--- config.mk ---
export PLATFORM = sky130hd
export DESIGN_NAME = base64_stream_encoder_flat
export DESIGN_NICKNAME = d
export VERILOG_FILES = /design/src/hdl/b64e_pkg.sv /design/src/hdl/b64e_in_if.sv /design/src/hdl/b64e_out_if.sv /design/src/hdl/b64e_front.sv /design/src/hdl/b64e_fifo.sv /design/src/hdl/b64e_back.sv /design/src/hdl/base64_stream_encoder.sv /design/src/flat_wrapper.sv
export SDC_FILE = /design/constraint.sdc
export NUM_CORES = 1
export LEC_CHECK = 0
export BUFFER_PORTS_ARGS = -buffer_cell sky130_fd_sc_hd__buf_2
export CAP_MARGIN = 20
export CORE_MARGIN = 1.5
export CORE_UTILIZATION = 53
export CTS_CLUSTER_SIZE = 8
export DETAILED_ROUTE_END_ITERATION = 6
export GPL_ROUTABILITY_DRIVEN = 0
export MAX_ROUTING_LAYER = met4
export PLACE_DENSITY_LB_ADDON = 0.3
export SETUP_SLACK_MARGIN = 0.15
export SLEW_MARGIN = 20
export SYNTH_ARGS = -nofsm -noshare
export SYNTH_HDL_FRONTEND = slang
export SYNTH_SLANG_ARGS = --single-unit
export TNS_END_PERCENT = 20
--- constraint.sdc ---
create_clock -name clk -period 3.5 [get_ports clk]
set_input_delay 0.35 -clock clk [delete_from_list [all_inputs] [get_ports clk]]
set_output_delay 0.35 -clock clk [all_outputs]
set_load 0.05 [all_outputs]
--- src/hdl/b64e_pkg.sv ---
// base64 stream encoder package: shared types, constants and the sextet alphabet
// no dependencies; imported by every module of the block
`timescale 1ns / 1ps

package b64e_pkg;

  localparam int B64E_FIFO_DEPTH = 4;
  localparam int B64E_MAX_CHARS  = 4;

  localparam logic [7:0] B64E_PAD     = 8'h3D;  // '='
  localparam logic [7:0] B64E_UPPER_A = 8'h41;  // 'A'
  localparam logic [7:0] B64E_LOWER_A = 8'h61;  // 'a'
  localparam logic [7:0] B64E_DIGIT_0 = 8'h30;  // '0'
  localparam logic [7:0] B64E_PLUS    = 8'h2B;  // '+'
  localparam logic [7:0] B64E_SLASH   = 8'h2F;  // '/'

  // characters caused by one input byte, with the index of the last one
  typedef struct packed {
    logic [B64E_MAX_CHARS-1:0][7:0] chars;
    logic [1:0]                     last_idx;
  } job_t;

  typedef struct packed {
    logic full;
    logic empty;
  } fifo_stat_t;

  function automatic logic [7:0] sextet_char(input logic [5:0] v);
    logic [7:0] v8;
    v8 = {2'b00, v};
    if (v < 6'd26) begin
      sextet_char = B64E_UPPER_A + v8;
    end else if (v < 6'd52) begin
      sextet_char = B64E_LOWER_A + (v8 - 8'd26);
    end else if (v < 6'd62) begin
      sextet_char = B64E_DIGIT_0 + (v8 - 8'd52);
    end else if (v == 6'd62) begin
      sextet_char = B64E_PLUS;
    end else begin
      sextet_char = B64E_SLASH;
    end
  endfunction

endpackage

--- src/hdl/b64e_in_if.sv ---
// input channel of the base64 encoder: one raw byte and its final flag
// no dependencies
`timescale 1ns / 1ps

interface b64e_in_if;
  logic       valid;
  logic       ready;
  logic [7:0] data_byte;
  logic       final_byte;

  modport source (output valid, output data_byte, output final_byte, input ready);
  modport sink   (input valid, input data_byte, input final_byte, output ready);
endinterface

--- src/hdl/b64e_out_if.sv ---
// result channel of the base64 encoder: one ascii character per transaction
// no dependencies
`timescale 1ns / 1ps

interface b64e_out_if;
  logic       valid;
  logic       ready;
  logic [7:0] out_char;
  logic       run_last;

  modport source (output valid, output out_char, output run_last, input ready);
  modport sink   (input valid, input out_char, input run_last, output ready);
endinterface

--- src/hdl/b64e_front.sv ---
// front end: accepts bytes, tracks group phase and pending bits, builds jobs
// depends on b64e_pkg and b64e_in_if
`timescale 1ns / 1ps

module b64e_front
  import b64e_pkg::*;
(
  input  logic        clk,
  input  logic        rst_n,
  b64e_in_if.sink     in_ch,
  input  fifo_stat_t  fifo_stat,
  output logic        push,
  output job_t        push_job
);

  typedef enum logic [1:0] {
    PH_FIRST  = 2'd0,
    PH_SECOND = 2'd1,
    PH_THIRD  = 2'd2
  } phase_t;

  phase_t     phase_r, phase_nxt;
  logic [3:0] pend_r, pend_nxt;
  logic [7:0] b;
  logic       fin;

  assign in_ch.ready = !fifo_stat.full;
  assign push        = in_ch.valid && in_ch.ready;
  assign b           = in_ch.data_byte;
  assign fin         = in_ch.final_byte;

  always_comb begin
    push_job.chars    = {B64E_MAX_CHARS{B64E_PAD}};
    push_job.last_idx = 2'd0;
    phase_nxt         = phase_r;
    pend_nxt          = pend_r;
    case (phase_r)
      PH_SECOND: begin
        push_job.chars[0] = sextet_char({pend_r[1:0], b[7:4]});
        push_job.chars[1] = sextet_char({b[3:0], 2'b00});
        push_job.last_idx = fin ? 2'd2 : 2'd0;
        phase_nxt         = PH_THIRD;
        pend_nxt          = b[3:0];
      end
      PH_THIRD: begin
        push_job.chars[0] = sextet_char({pend_r, b[7:6]});
        push_job.chars[1] = sextet_char(b[5:0]);
        push_job.last_idx = 2'd1;
        phase_nxt         = PH_FIRST;
        pend_nxt          = 4'd0;
      end
      default: begin
        push_job.chars[0] = sextet_char(b[7:2]);
        push_job.chars[1] = sextet_char({b[1:0], 4'b0000});
        push_job.last_idx = fin ? 2'd3 : 2'd0;
        phase_nxt         = PH_SECOND;
        pend_nxt          = {2'b00, b[1:0]};
      end
    endcase
    // final byte ends the message, next byte opens a new one
    if (fin) begin
      phase_nxt = PH_FIRST;
      pend_nxt  = 4'd0;
    end
  end

  always_ff @(posedge clk) begin
    if (!rst_n) begin
      phase_r <= PH_FIRST;
      pend_r  <= 4'd0;
    end else if (push) begin
      phase_r <= phase_nxt;
      pend_r  <= pend_nxt;
    end
  end

endmodule

--- src/hdl/b64e_fifo.sv ---
// job queue between front and back end, register based
// depends on b64e_pkg
`timescale 1ns / 1ps

module b64e_fifo
  import b64e_pkg::*;
#(
  parameter int DEPTH = B64E_FIFO_DEPTH
) (
  input  logic       clk,
  input  logic       rst_n,
  input  logic       push,
  input  job_t       push_job,
  input  logic       pop,
  output job_t       pop_job,
  output fifo_stat_t stat
);

  localparam int PW = (DEPTH > 1) ? $clog2(DEPTH) : 1;
  localparam int CW = $clog2(DEPTH + 1);

  job_t            mem_r [DEPTH];
  logic [PW-1:0]   wr_ptr_r, rd_ptr_r;
  logic [CW-1:0]   count_r;

  assign stat.full  = (count_r == CW'(DEPTH));
  assign stat.empty = (count_r == '0);
  assign pop_job    = mem_r[rd_ptr_r];

  function automatic logic [PW-1:0] bump(input logic [PW-1:0] p);
    bump = (p == PW'(DEPTH - 1)) ? '0 : p + 1'b1;
  endfunction

  always_ff @(posedge clk) begin
    if (push) begin
      mem_r[wr_ptr_r] <= push_job;
    end
  end

  always_ff @(posedge clk) begin
    if (!rst_n) begin
      wr_ptr_r <= '0;
      rd_ptr_r <= '0;
      count_r  <= '0;
    end else begin
      if (push) begin
        wr_ptr_r <= bump(wr_ptr_r);
      end
      if (pop) begin
        rd_ptr_r <= bump(rd_ptr_r);
      end
      if (push && !pop) begin
        count_r <= count_r + 1'b1;
      end else if (pop && !push) begin
        count_r <= count_r - 1'b1;
      end
    end
  end

endmodule

--- src/hdl/b64e_back.sv ---
// back end: takes jobs from the queue and sends their characters one per cycle while out_ch is ready
// depends on b64e_pkg and b64e_out_if
`timescale 1ns / 1ps

module b64e_back
  import b64e_pkg::*;
(
  input  logic        clk,
  input  logic        rst_n,
  input  fifo_stat_t  fifo_stat,
  input  job_t        pop_job,
  output logic        pop,
  b64e_out_if.source  out_ch
);

  job_t       cur_r;
  logic [1:0] idx_r;
  logic       busy_r;
  logic       is_last;
  logic       done;

  assign is_last         = (idx_r == cur_r.last_idx);
  assign done            = busy_r && out_ch.ready && is_last;
  // refill in the same cycle the last character of a job leaves
  assign pop             = !fifo_stat.empty && (!busy_r || done);

  assign out_ch.valid    = busy_r;
  assign out_ch.out_char = cur_r.chars[idx_r];
  assign out_ch.run_last = is_last;

  always_ff @(posedge clk) begin
    if (!rst_n) begin
      busy_r <= 1'b0;
      idx_r  <= 2'd0;
    end else begin
      if (pop) begin
        busy_r <= 1'b1;
        idx_r  <= 2'd0;
      end else if (done) begin
        busy_r <= 1'b0;
      end else if (busy_r && out_ch.ready) begin
        idx_r <= idx_r + 2'd1;
      end
    end
  end

  always_ff @(posedge clk) begin
    if (pop) begin
      cur_r <= pop_job;
    end
  end

endmodule

--- src/hdl/base64_stream_encoder.sv ---
// channel  | dir | payload                      | transaction
// in_ch    | in  | data_byte[7:0], final_byte   | one raw byte
// out_ch   | out | out_char[7:0], run_last      | one base64 character or pad
//
// a byte is taken every cycle while the job queue has room; each byte yields 1 to 4
// characters, sent by the back end one per cycle while out_ch is ready, with no gap
// between jobs, so a long stream runs at 4 characters per 3 bytes (output port bound).
// the first character is offered once the byte has passed through the job queue and
// into the back end's current-job register. rst_n is synchronous and needs no
// clearing pass. the queue lets input and output stall on their own.
// depends on b64e_pkg, b64e_in_if, b64e_out_if, b64e_front, b64e_fifo, b64e_back
`timescale 1ns / 1ps

module base64_stream_encoder
  import b64e_pkg::*;
#(
  parameter int FIFO_DEPTH = B64E_FIFO_DEPTH
) (
  input  logic       clk,
  input  logic       rst_n,
  b64e_in_if.sink    in_ch,
  b64e_out_if.source out_ch
);

  fifo_stat_t fifo_stat;
  logic       push, pop;
  job_t       push_job, pop_job;

  b64e_front u_front (
    .clk       (clk),
    .rst_n     (rst_n),
    .in_ch     (in_ch),
    .fifo_stat (fifo_stat),
    .push      (push),
    .push_job  (push_job)
  );

  b64e_fifo #(
    .DEPTH (FIFO_DEPTH)
  ) u_fifo (
    .clk      (clk),
    .rst_n    (rst_n),
    .push     (push),
    .push_job (push_job),
    .pop      (pop),
    .pop_job  (pop_job),
    .stat     (fifo_stat)
  );

  b64e_back u_back (
    .clk       (clk),
    .rst_n     (rst_n),
    .fifo_stat (fifo_stat),
    .pop_job   (pop_job),
    .pop       (pop),
    .out_ch    (out_ch)
  );

endmodule

--- src/flat_wrapper.sv ---
// flat-port wrapper written by rule: the top's interface ports become plain ports
module base64_stream_encoder_flat import b64e_pkg::*;
#(
  parameter int FIFO_DEPTH = B64E_FIFO_DEPTH
)
  (clk, rst_n, in_ch_valid, in_ch_data_byte, in_ch_final_byte, in_ch_ready, out_ch_valid, out_ch_out_char, out_ch_run_last, out_ch_ready);
  b64e_in_if in_ch_i ();
  b64e_out_if out_ch_i ();
  input  logic clk;
  input  logic rst_n;
  input wire logic [$bits(in_ch_i.valid)-1:0] in_ch_valid;
  input wire logic [$bits(in_ch_i.data_byte)-1:0] in_ch_data_byte;
  input wire logic [$bits(in_ch_i.final_byte)-1:0] in_ch_final_byte;
  output wire logic [$bits(in_ch_i.ready)-1:0] in_ch_ready;
  output wire logic [$bits(out_ch_i.valid)-1:0] out_ch_valid;
  output wire logic [$bits(out_ch_i.out_char)-1:0] out_ch_out_char;
  output wire logic [$bits(out_ch_i.run_last)-1:0] out_ch_run_last;
  input wire logic [$bits(out_ch_i.ready)-1:0] out_ch_ready;
  assign in_ch_i.valid = in_ch_valid;
  assign in_ch_i.data_byte = in_ch_data_byte;
  assign in_ch_i.final_byte = in_ch_final_byte;
  assign in_ch_ready = in_ch_i.ready;
  assign out_ch_valid = out_ch_i.valid;
  assign out_ch_out_char = out_ch_i.out_char;
  assign out_ch_run_last = out_ch_i.run_last;
  assign out_ch_i.ready = out_ch_ready;
  base64_stream_encoder #(.FIFO_DEPTH(FIFO_DEPTH)) u_core (.clk(clk), .rst_n(rst_n), .in_ch(in_ch_i), .out_ch(out_ch_i));
endmodule
==> results.tsv <==
metric	value	unit
worstPathArrival	2.75	ns
criticalPathCategory	flip-flop to flip-flop	
clk_latency	0.34	ns
p_seq_frac	0.431	
final_common_cell	edfxtp_1	
async_flop_share	0	
finalWorstSetupSlack	0.7981	ns
rsz0062_at_grt	no	
cts.sinks	106	
cts_buffer_depth	2	
htree_levels	3	
first_global_vias	4450	
reg2reg_from	u_core.u_front.pend_r[0]	
sw_frac_of_total	0.3369	
grt_pass1_wl	22.66	mm
status	finished clean	
dpl_cell_area	6917	um^2
leakage	2.628	nW
finalPower	4.223	mW
die_area	13460	um^2
synthCells	593	
comb_power_share	0.339	
drt_iter0_drc	302	
die_y	116.0	um
netlist_area	6769	um^2
r2r_slack	0.80	ns
instances_no_fill	779	
dpl.hpwl	10.27	mm
dp_cells	763	
required	3.55	ns
ctsResizeCount	0	
via_per_inst	5.915	
grt_max_degree	22	
maxSlewViolCount	0	
routedWlPerCell	18.16	um
period_needed	2.702	ns
max_freq	0.3701	GHz
cap_violations	0	
rows	41	
clk_pin_slew	0.07	ns
overflow	0	
final_util	0.5766	
totalWireLength	14.15	mm
relSlewSlack	0.3473	
syn-num-nets	658	
startpoint_type	flip-flop	
reg2reg_to	u_core.u_fifo.mem_r[0][6]	
final_nets	667	
crit_path_end_kind	flip-flop	
switching_power	1.423	mW
post-cts-setup-buffer-count	0	
root_buffer	clkbuf_16	
synth-edff-count	90	
die_w	116.0	um
layout.cells.most_common_list	90 x edfxtp_1, 51 x ha_1, 50 x nand2_1	
ys_ff_latch	106	
ios	24	
ys_types	72	
numCtsBuffers	9	
drc	0	
hp-start	out_ch_ready	
start_util	0.5408	
ys_warn_count	0	
skew	0.007970	ns
antenna_found_initial	0	
core-area	12520	um^2
ant_nets	0	
cts_hold_buf	0	
fin_crit_sh	0.7720	
grt_usage	0.2284	
areaGrowthSynthToFinish	6.617	%
diodes	0	
clkPwrFrac	0.231	
dp_slack	0.7294	ns
firstDrtPassIters	5	
hold_slack	0.3753	ns
whs_endpoint	u_core.u_back.out_ch.valid	
num_vias	4608	
holdPathStages	4	
setup_viol	0	
drive_above_1_share	0.1417	
rr_worst_depth	8	
tns	0	ns
hold_viol_final	0	
tritoncts	done	
seq_area_frac_synth	0.4466	
power_density	585.1	nW/um^2
crit_fanout	9	
finalInstanceArea	7217	um^2
peakVddDrop	0.2695	mV
syn_avg_cell_area	11.41	um^2
max_slew.worst_pin.slew	0.9791	ns
power.internal	2.800	mW
io_buffers	23	
min_path_type	primary input to flip-flop	
synthFlopType	edfxtp_1	
==> critical path: stages, from the launching register on <==
cell and delay (ns):
dfxtp_1 0.63, inv_1 0.27, ha_1 0.28, a21oi_1 0.22, xnor2_1 0.19, xnor2_1 0.13, a221oi_1 0.36, a211o_1 0.17
nand3_1 0.15
==> flip-flops by register name (all words and copies together) (netlist names) <==
register and flops:
u_core.u_front.phase_r 2, u_core.u_fifo.mem_r 72, u_core.u_back.out_ch.valid 1, u_core.u_front.pend_r 4
u_core.u_fifo.wr_ptr_r 2, u_core.u_back.cur_r 18, u_core.u_fifo.count_r 3, u_core.u_fifo.rd_ptr_r 2
u_core.u_back.idx_r 2
==> cell families after synthesis <==
family | count (synthesis) | synth area share
AO/OA/AOI/OAI | 133 | 0.1366
XOR/XNOR | 51 | 0.07043
adder cells (fa/ha/maj) | 52 | 0.09723
buffers and inverters | 52 | 0.04547
flip-flops | 106 | 0.4466
multiplexers | 29 | 0.07745
AND/OR/NAND/NOR | 170 | 0.1263
==> routing by layer <==
layer / global-route usage / wire length, um / share of wire / vias up
met1: 0.2843 / 6085 / 0.43 / 2207
met4: 0.1163 / 504 / 0.036 / 0
li1: - / - / - / 2213
met3: 0.02510 / 713 / 0.050 / 33
met2: 0.3714 / 6846 / 0.48 / 155
met5: - / 0 / 0 / -
==> how the worst max path moves through the flow <==
stage,from,endpoint,slack (ns),cells past startpoint
3_5_place_dp,in_ch_data_byte[6],u_core.u_fifo.mem_r[3][8],0.73,9
6_report,u_core.u_front.pend_r[0],u_core.u_fifo.mem_r[0][6],0.80,8
2_1_floorplan,u_core.u_fifo.count_r[0],u_core.u_fifo.count_r[2],0.91,10
4_1_cts,u_core.u_front.pend_r[0],u_core.u_fifo.mem_r[3][6],0.82,8
5_1_grt,u_core.u_front.pend_r[0],u_core.u_fifo.mem_r[0][3],0.64,8
3_3_place_gp,in_ch_data_byte[6],u_core.u_fifo.mem_r[0][8],0.82,9
==> cell type report <==
class	instances	area, um^2
multi-input cells	435	3438
clock inverters	3	18.77
inverters	22	87.58
clock buffers	13	281.5
well taps	172	215.2
flip-flops and latches	106	3023
fillers	1063	5300
repair buffers	28	152.6
==> Yosys cell counts (6+ instances only) <==
master    count  share of area
a21boi_0      8         0.0089
a31oi_1       6         0.0055
edfxtp_1     90           0.40
buf_6         7          0.012
nor3_1       12         0.0089
buf_2         8         0.0059
xnor2_1      33          0.043
xor2_1       14          0.018
a211o_1       8          0.010
clkbuf_1      7         0.0039
nand4_1       6         0.0055
mux2i_1       7          0.010
nand2_1      50          0.028
a211oi_1     10          0.011
ha_1         51          0.094
o21ai_0      18          0.013
nor2_1       31          0.017
nand3_1      24          0.018
nand2b_1      8         0.0074
nor2b_1      12          0.011
a21oi_1      36          0.027
mux4_2       18          0.060
dfxtp_1      16          0.047
a21o_1        7         0.0078
inv_1        16         0.0089
==> power by group through the flow <==
stage	combinational, mW	clock (mW)	sequential, mW
detailed placement	1.43	0	1.85
global placement	1.39	0	1.84
global route	1.56	1.04	1.84
CTS	1.45	0.999	1.83
finish	1.43	0.974	1.82
floorplan	1.17	0	1.79
(Power assumes the default switching activity.)
